--- src/rtl/core/zsaq_pkg.sv ---
// zsaq_pkg: shared widths, types and constants for the z-score anomaly qualifier.
// No dependencies; used by every module of the block.
`default_nettype none

package zsaq_pkg;

    localparam int NUM_METRICS = 4;
    localparam int FRAC_BITS   = 8;

    localparam int IDX_W    = 2;
    localparam int VALUE_W  = 32;
    localparam int STDDEV_W = 31;
    localparam int ZSCORE_W = 16;
    localparam int HIT_W    = 8;
    localparam int COUNT_W  = 16;
    localparam int RUN_W    = 8;

    localparam int DIFF_W = VALUE_W + 1;
    localparam int LHS_W  = DIFF_W + FRAC_BITS;
    localparam int PROD_W = ZSCORE_W + STDDEV_W;
    localparam int CMP_W  = (LHS_W > PROD_W) ? LHS_W : PROD_W;

    localparam int CFG_IDX_W  = 2;
    localparam int CFG_DATA_W = STDDEV_W;

    typedef logic [IDX_W-1:0]   t_idx;
    typedef logic [DIFF_W-1:0]  t_diff;
    typedef logic [PROD_W-1:0]  t_prod;
    typedef logic [CMP_W-1:0]   t_cmp;
    typedef logic [RUN_W-1:0]   t_run;
    typedef logic [HIT_W-1:0]   t_hit;
    typedef logic [COUNT_W-1:0] t_count;

    localparam t_idx   HEARTBEAT_METRIC    = t_idx'(1);
    localparam t_count HEARTBEAT_MIN_COUNT = t_count'(2);
    localparam t_run   RUN_MAX             = '1;

    // configuration register indexes
    typedef enum logic [CFG_IDX_W-1:0] {
        CFG_ZSCORE_THRESHOLD = 2'd0,
        CFG_MIN_STDDEV       = 2'd1,
        CFG_HIT_THRESHOLD    = 2'd2
    } t_cfg_reg;

    // request from the pipeline's last stage to the per-metric state
    typedef struct packed {
        logic commit;    // item leaves the last stage this cycle
        logic in_range;
        logic eval;
        logic anom;
        t_idx idx;
    } t_upd;

    // outcome of that request, before the state register update
    typedef struct packed {
        logic raised;
        logic cleared;
        logic active;
    } t_res;

endpackage

`default_nettype wire

--- src/rtl/core/zsaq_state.sv ---
// zsaq_state: per-metric run counters and alert flags with saturating update.
// Depends on zsaq_pkg.
`default_nettype none

module zsaq_state (
    input  wire logic            i_clk,
    input  wire logic            i_rst_n,
    input  wire zsaq_pkg::t_hit  i_hit_thr,
    input  wire zsaq_pkg::t_upd  i_upd,
    output zsaq_pkg::t_res       o_res
);

    zsaq_pkg::t_run r_anom_run [zsaq_pkg::NUM_METRICS];
    zsaq_pkg::t_run r_norm_run [zsaq_pkg::NUM_METRICS];
    logic           r_flag     [zsaq_pkg::NUM_METRICS];

    zsaq_pkg::t_run n_anom_run;
    zsaq_pkg::t_run n_norm_run;
    logic           n_flag;
    logic           cur_flag;
    logic           do_write;

    always_comb begin
        zsaq_pkg::t_run a_cur;
        zsaq_pkg::t_run n_cur;
        a_cur    = '0;
        n_cur    = '0;
        cur_flag = 1'b0;
        if (i_upd.in_range) begin
            a_cur    = r_anom_run[i_upd.idx];
            n_cur    = r_norm_run[i_upd.idx];
            cur_flag = r_flag[i_upd.idx];
        end

        n_anom_run = a_cur;
        n_norm_run = n_cur;
        n_flag     = cur_flag;
        o_res      = '0;

        if (i_upd.eval) begin
            if (i_upd.anom) begin
                n_anom_run = (a_cur < zsaq_pkg::RUN_MAX) ? a_cur + 1'b1 : a_cur;
                n_norm_run = '0;
                if (!cur_flag && (n_anom_run >= i_hit_thr)) begin
                    n_flag       = 1'b1;
                    o_res.raised = 1'b1;
                end
            end else begin
                n_norm_run = (n_cur < zsaq_pkg::RUN_MAX) ? n_cur + 1'b1 : n_cur;
                n_anom_run = '0;
                if (cur_flag && (n_norm_run >= i_hit_thr)) begin
                    n_flag        = 1'b0;
                    o_res.cleared = 1'b1;
                end
            end
        end
        o_res.active = n_flag;
    end

    assign do_write = i_upd.commit && i_upd.eval && i_upd.in_range;

    always_ff @(posedge i_clk) begin
        if (!i_rst_n) begin
            for (int m = 0; m < zsaq_pkg::NUM_METRICS; m++) begin
                r_anom_run[m] <= '0;
                r_norm_run[m] <= '0;
                r_flag[m]     <= 1'b0;
            end
        end else if (do_write) begin
            r_anom_run[i_upd.idx] <= n_anom_run;
            r_norm_run[i_upd.idx] <= n_norm_run;
            r_flag[i_upd.idx]     <= n_flag;
        end
    end

endmodule

`default_nettype wire

--- src/rtl/core/zscore_anomaly_qualifier_top.sv ---
// zscore_anomaly_qualifier_top: registered single-pass z-score anomaly qualifier with alert tracking.
// Depends on zsaq_pkg and zsaq_state.
`default_nettype none

// Usage
//   Input channel (i_in_valid / o_in_stall): one metric sample per item with
//   its baseline mean, deviation and gating counts; taken at a rising edge
//   where i_in_valid is high and o_in_stall is low.
//   Output channel (o_out_valid / i_out_stall): exactly one result item per
//   input item, in order: metric id, gating outcome, anomaly bit and the
//   alert raise / clear / state flags of that metric.
//   Configuration: write port (i_cfg_wr_en, i_cfg_index, i_cfg_wdata) for the
//   z-score limit, minimum deviation and hit threshold; write only while idle.
// Timing
//   Input register, then one combinational pass (|obs - mean|, the 16x31
//   product, compare and per-metric counter update) into the result register.
//   Throughput is one item per cycle while i_out_stall is low; state is read and
//   written in the same pass, so back-to-back samples are exact.
// Reset: synchronous, active low; both registers emptied, run counters and
//   alert flags cleared, configuration back to 3.0 / 1.0 / 3.
// Backpressure: while i_out_stall holds the result the input register still
//   fills; o_in_stall rises only when both registers are full.

module zscore_anomaly_qualifier_top (
    input  wire logic                                 i_clk,
    input  wire logic                                 i_rst_n,
    // configuration
    input  wire logic                                 i_cfg_wr_en,
    input  wire logic [zsaq_pkg::CFG_IDX_W-1:0]       i_cfg_index,
    input  wire logic [zsaq_pkg::CFG_DATA_W-1:0]      i_cfg_wdata,
    // input channel
    input  wire logic                                 i_in_valid,
    output logic                                      o_in_stall,
    input  wire logic [zsaq_pkg::IDX_W-1:0]           i_metric_index,
    input  wire logic signed [zsaq_pkg::VALUE_W-1:0]  i_observed_value,
    input  wire logic signed [zsaq_pkg::VALUE_W-1:0]  i_baseline_mean,
    input  wire logic [zsaq_pkg::STDDEV_W-1:0]        i_baseline_stddev,
    input  wire logic                                 i_learning_phase,
    input  wire logic [zsaq_pkg::COUNT_W-1:0]         i_total_samples,
    input  wire logic [zsaq_pkg::COUNT_W-1:0]         i_metric_sample_count,
    // output channel
    output logic                                      o_out_valid,
    input  wire logic                                 i_out_stall,
    output logic [zsaq_pkg::IDX_W-1:0]                o_metric_id,
    output logic                                      o_evaluated,
    output logic                                      o_anomalous,
    output logic                                      o_alert_raised,
    output logic                                      o_alert_cleared,
    output logic                                      o_alert_state
);

    // configuration registers
    logic [zsaq_pkg::ZSCORE_W-1:0] r_zscore_thr;
    logic [zsaq_pkg::STDDEV_W-1:0] r_min_stddev;
    zsaq_pkg::t_hit                r_hit_thr;

    always_ff @(posedge i_clk) begin
        if (!i_rst_n) begin
            r_zscore_thr <= zsaq_pkg::ZSCORE_W'(768);
            r_min_stddev <= zsaq_pkg::STDDEV_W'(256);
            r_hit_thr    <= zsaq_pkg::HIT_W'(3);
        end else if (i_cfg_wr_en) begin
            unique case (zsaq_pkg::t_cfg_reg'(i_cfg_index))
                zsaq_pkg::CFG_ZSCORE_THRESHOLD: r_zscore_thr <= i_cfg_wdata[zsaq_pkg::ZSCORE_W-1:0];
                zsaq_pkg::CFG_MIN_STDDEV:       r_min_stddev <= i_cfg_wdata[zsaq_pkg::STDDEV_W-1:0];
                zsaq_pkg::CFG_HIT_THRESHOLD:    r_hit_thr    <= i_cfg_wdata[zsaq_pkg::HIT_W-1:0];
                default: ;  // unmapped index: ignored
            endcase
        end
    end

    // handshake: each register loads when it is empty or its content moves on
    logic r_s1_valid, r_out_valid;
    logic out_ready, s1_ready;

    assign out_ready  = !r_out_valid || !i_out_stall;
    assign s1_ready   = !r_s1_valid || out_ready;
    assign o_in_stall = !s1_ready;

    // input register: capture the item
    zsaq_pkg::t_idx                   r1_idx;
    logic signed [zsaq_pkg::VALUE_W-1:0] r1_obs, r1_mean;
    logic [zsaq_pkg::STDDEV_W-1:0]    r1_stddev;
    logic                             r1_learning;
    zsaq_pkg::t_count                 r1_total, r1_mcount;

    always_ff @(posedge i_clk) begin
        if (!i_rst_n) begin
            r_s1_valid <= 1'b0;
        end else if (s1_ready) begin
            r_s1_valid <= i_in_valid;
        end
    end

    always_ff @(posedge i_clk) begin
        if (s1_ready && i_in_valid) begin
            r1_idx      <= i_metric_index;
            r1_obs      <= i_observed_value;
            r1_mean     <= i_baseline_mean;
            r1_stddev   <= i_baseline_stddev;
            r1_learning <= i_learning_phase;
            r1_total    <= i_total_samples;
            r1_mcount   <= i_metric_sample_count;
        end
    end

    // gating, |obs - mean|, threshold * deviation
    logic signed [zsaq_pkg::DIFF_W-1:0] w_diff;
    zsaq_pkg::t_diff                    w_absdiff;
    zsaq_pkg::t_prod                    w_prod;
    logic                               w_in_range, w_eval, w_big;

    assign w_diff    = zsaq_pkg::DIFF_W'(r1_obs) - zsaq_pkg::DIFF_W'(r1_mean);
    assign w_absdiff = w_diff[zsaq_pkg::DIFF_W-1] ? zsaq_pkg::t_diff'(-w_diff)
                                                 : zsaq_pkg::t_diff'(w_diff);
    assign w_prod    = zsaq_pkg::t_prod'(r_zscore_thr) * zsaq_pkg::t_prod'(r1_stddev);
    assign w_big     = (r1_stddev >= r_min_stddev);

    assign w_in_range = (32'(r1_idx) < zsaq_pkg::NUM_METRICS);
    assign w_eval     = w_in_range && !r1_learning
                     && !(r1_total < zsaq_pkg::t_count'(r_hit_thr))
                     && !((r1_idx == zsaq_pkg::HEARTBEAT_METRIC)
                          && (r1_mcount < zsaq_pkg::HEARTBEAT_MIN_COUNT));

    // compare and per-metric state update
    zsaq_pkg::t_cmp w_lhs, w_rhs;
    logic           w_anom;
    zsaq_pkg::t_upd w_upd;
    zsaq_pkg::t_res w_res;

    assign w_lhs  = zsaq_pkg::t_cmp'(w_absdiff) << zsaq_pkg::FRAC_BITS;
    assign w_rhs  = zsaq_pkg::t_cmp'(w_prod);
    assign w_anom = w_eval && w_big && (w_lhs > w_rhs);

    always_comb begin
        w_upd.commit   = r_s1_valid && out_ready;
        w_upd.in_range = w_in_range;
        w_upd.eval     = w_eval;
        w_upd.anom     = w_anom;
        w_upd.idx      = r1_idx;
    end

    zsaq_state u_state (
        .i_clk     (i_clk),
        .i_rst_n   (i_rst_n),
        .i_hit_thr (r_hit_thr),
        .i_upd     (w_upd),
        .o_res     (w_res)
    );

    // result register
    always_ff @(posedge i_clk) begin
        if (!i_rst_n) begin
            r_out_valid <= 1'b0;
        end else if (out_ready) begin
            r_out_valid <= r_s1_valid;
        end
    end

    always_ff @(posedge i_clk) begin
        if (out_ready && r_s1_valid) begin
            o_metric_id     <= r1_idx;
            o_evaluated     <= w_eval;
            o_anomalous     <= w_anom;
            o_alert_raised  <= w_res.raised;
            o_alert_cleared <= w_res.cleared;
            o_alert_state   <= w_res.active;
        end
    end

    assign o_out_valid = r_out_valid;

endmodule

`default_nettype wire

--- config.mk ---
export PLATFORM = sky130hd
export DESIGN_NAME = zscore_anomaly_qualifier_top
export DESIGN_NICKNAME = d
export VERILOG_FILES = /design/src/rtl/core/zsaq_pkg.sv /design/src/rtl/core/zsaq_state.sv /design/src/rtl/core/zscore_anomaly_qualifier_top.sv
export SDC_FILE = /design/constraint.sdc
export NUM_CORES = 2
export LEC_CHECK = 0
export BUFFER_PORTS_ARGS = -buffer_cell sky130_fd_sc_hd__buf_2
export CAP_MARGIN = 20
export CORE_UTILIZATION = 45
export CTS_CLUSTER_SIZE = 8
export DETAILED_ROUTE_END_ITERATION = 10
export GPL_TIMING_DRIVEN = 0
export PLACE_DENSITY = 0.73
export SYNTH_ARGS = -nofsm -noshare
export SYNTH_HDL_FRONTEND = slang
export SYNTH_SLANG_ARGS = --single-unit
--- constraint.sdc ---
create_clock -name i_clk -period 19.34 [get_ports i_clk]
set_input_delay 0.967 -clock i_clk [delete_from_list [all_inputs] [get_ports i_clk]]
set_output_delay 0.967 -clock i_clk [all_outputs]
set_load 0.01 [all_outputs]
==> run_results.csv <==
group,metric,value,unit
sta,rsz0062_at_grt,"false",
critical_path,cp-end-kind,"register",
yosys,netlist_area,30210,um^2
die,start_util,0.4571,
critical_path,cp.arrival,11120,ps
critical_path,r2r_slack,8510,ps
min_path,min_path_type,"reg -> reg",
sta,min_period_over_period,0.5602,
power,ir_drop,0.07688,mV
critical_path,cp_common_cell,"fa_1",
yosys,synth_enable_flop_cells,201,
run_status,violations,"design-rule violations",
clocking,cts.path.max_buffers,3,
die,die_x,261.1,um
global_routing,grt_use_met1,0.3270,
clocking,cts_tree,"done",
sta,fmax,0.09230,GHz
critical_path,path_class,"reg -> reg",
clocking,clock_latency,590,ps
placement,io_buffers,175,
route,firstDrtPassIters,11,
sta,setup_tns,0,ps
yosys,syn_area_per_cell,9.430,um^2
route,vias,23460,
global_routing,grt_use_met3,0.07220,
critical_path,cp_data_required_time,19630,ps
sta,finalWorstPathRequiredPeriod,10830,ps
yosys,syn_inst,3204,
finish,layout_common_cells,"inv_1 (560), nand2_1 (521), fa_1 (405)",
power,power,0.002839,W
global_routing,groute.usage.overall,0.2517,
placement,gp_congestion,0.9662,
critical_path,critPathLaunchType,"register",
sta,hold_viol,0,
clocking,cts_resized,0,
clocking,hold_buffers,0,
die,top_level_ports,177,
placement,place_hpwl,67.26,mm
global_routing,antenna_found_initial,1,
clocking,clk_pin_slew_worst_paths,60,ps
clocking,h-tree-depth,2,
sta,skew,28.91,ps
yosys,ys_warn_count,0,
route,detail_route.wl_per_cell,19.44,um
clocking,post-cts-setup-buffer-count,0,
yosys,ys_ff_latch,263,
finish,fin_nets,4238,
finish,syn_to_final_growth,10.70,%
sta,worst_pin_slew,1111,ps
placement,pre_cts_ws,8667,ps
route,via_per_inst,5.436,
critical_path,path_buf_inv,8,
clocking,cts-root-buf,"clkbuf_16",
global_routing,use_met2,0.3946,
yosys,ys_dominant_reg_cell,"edfxtp_1",
sta,timing.slew.headroom,0.2581,
route,drc,4,
sta,finalMaxSlewViolations,0,
finish,layout-drive-gt1-share,0.08063,
critical_path,critPathTopFamily,"adder cells",
finish,final_common_cell,"inv_1",
yosys,synth_nets,4018,
placement,placed_cells_incl_taps,4244,
finish,postLayoutCoreUtil,0.5060,
route,drtIter0Drc,1770,
power,p_per_area,84.89,nW/um^2
clocking,numCtsBuffers,41,
global_routing,grt-ovfl-total,0,
global_routing,grt_max_degree,95,
route,drt_wl_total,83.87,mm
sta,finalSetupViolations,0,
global_routing,grt_pass1_vias,23710,
global_routing,busiest_layer,"met2",
yosys,postSynth.asyncResetShare,0,
yosys,ys_types,80,
clocking,cts_sinks,263,
critical_path,max_stage_delay,690,ps
yosys,yosysSeqAreaShare,0.2408,
power,power.leakage,15.04,nW
global_routing,grt_first_pass_wirelength,131.3,mm
sta,setup_ws,8506,ps
die,core_area,66100,um^2
critical_path,critPathSlowestCell,"edfxtp_1",
run,drv_cap,0,
die,fp-row-count,94,
critical_path,crit_path_max_fanout,10,
route,detail-route-antenna-nets,0,
finish,final_cells,4315,
run_status,status,"finished with violations",
die,die_area,68180,um^2
die,fp.dieH,261.1,um
==> registers in the layout (all words and copies together), names as in the netlist, 8 cells and up, named ones only <==
signal,cells
u_state.r_norm_run,32
r1_mean,32
r1_stddev,31
r_zscore_thr,16
r1_obs,32
r_min_stddev,31
r1_total,16
r_hit_thr,8
u_state.r_anom_run,32
r1_mcount,15
==> metal layers <==
layer	vias up	share of wire
li1	10830	-
met1	11350	0.41
met2	1088	0.45
met3	184	0.10
met4	0	0.042
met5	-	0
==> tightest hold or removal path: cells and delay by family (launching register included) <==
kind	cells	cell delay [ps]
flops	1	300
simple gates	1	50
compound gates	1	60
==> path summary, 6_finish.rpt <==
path / cells after the start / start / endpoint
setup / recovery: 34 / r1_stddev[8] / u_state.r_norm_run[0][1]
setup reg to reg: 34 / r1_stddev[8] / u_state.r_norm_run[0][1]
hold reg to reg: 2 / r_min_stddev[21] / r_min_stddev[21]
hold / removal: 2 / r_min_stddev[21] / r_min_stddev[21]
==> cells by family (layout without fill, tap and decap cells) <==
group,count (synthesis),count (layout),synth area share
adders and majority gates,646,646,0.3681
xor gates and xnor gates,96,96,0.02783
DFF,263,263,0.2408
muxes,32,32,0.01772
other,0,3,0
buffers and inverters,701,945,0.08767
AOI/OAI and AO/OA,435,435,0.09483
and+or+nand+nor,1031,1031,0.1630
==> power breakdown <==
| group | internal (W) | total [W] | switching (W) | leakage [nW] |
|---|---|---|---|---|
| combinational | 0.000569 | 0.00149 | 0.000925 | 11.9 |
| clock | 0.000412 | 0.000682 | 0.000270 | 0.597 |
| sequential | 0.000639 | 0.000663 | 0.0000238 | 2.50 |
| total | 0.00162 | 0.00284 | 0.00122 | 15.0 |
==> synthesized netlist by cell type, types with 5 or more instances <==
cell / count / share of area
or3_1: 8 / 0.0017
a221oi_1: 5 / 0.0014
edfxtp_1: 201 / 0.20
o21a_1: 12 / 0.0030
nor2_1: 68 / 0.0084
nand2b_1: 9 / 0.0019
nand2_1: 521 / 0.065
buf_2: 8 / 0.0013
a41oi_1: 5 / 0.0014
o211ai_1: 9 / 0.0022
ha_1: 241 / 0.10
nor3_1: 79 / 0.013
mux4_2: 17 / 0.013
xor2_1: 37 / 0.011
a211oi_1: 19 / 0.0047
nor3b_1: 9 / 0.0022
o2111ai_1: 7 / 0.0020
a31oi_1: 11 / 0.0023
fa_1: 405 / 0.27
nand4_1: 27 / 0.0056
o31ai_1: 17 / 0.0042
dfxtp_1: 62 / 0.041
inv_1: 561 / 0.070
o21ai_0: 48 / 0.0080
a21oi_1: 121 / 0.020
and3_1: 31 / 0.0064
nor4_1: 8 / 0.0017
a21o_1: 44 / 0.011
o21bai_1: 10 / 0.0025
and2_1: 183 / 0.038
clkbuf_1: 129 / 0.016
or4_1: 5 / 0.0012
o21ai_1: 34 / 0.0056
nor2b_1: 20 / 0.0041
xnor2_1: 59 / 0.017
mux2i_1: 13 / 0.0043
nand3_1: 37 / 0.0061
a21boi_0: 49 / 0.012
==> through the flow <==
| step | hold WS [ps] | instance area, um^2 |
|---|---|---|
| 2_1_floorplan | 443.5 | 30210 |
| 3_3_place_gp | 451.2 | 32170 |
| 3_5_place_dp | 456.9 | 32200 |
| 4_1_cts | 463.3 | 33430 |
| 5_1_grt | 476.0 | 33440 |
| 6_report | 461.7 | 33450 |
==> final cells by class <==
class,instances,area [um^2]
clock buffer,58,1110
buffer,139,539.3
clock inverter,9,121.4
antenna,3,7.507
tap,864,1081
multi-input combinational,2240,20290
inverter,562,2115
timing repair buffer,177,908.4
fill,6077,32650
sequential,263,7277
Power figures use the tool's default switching activity.
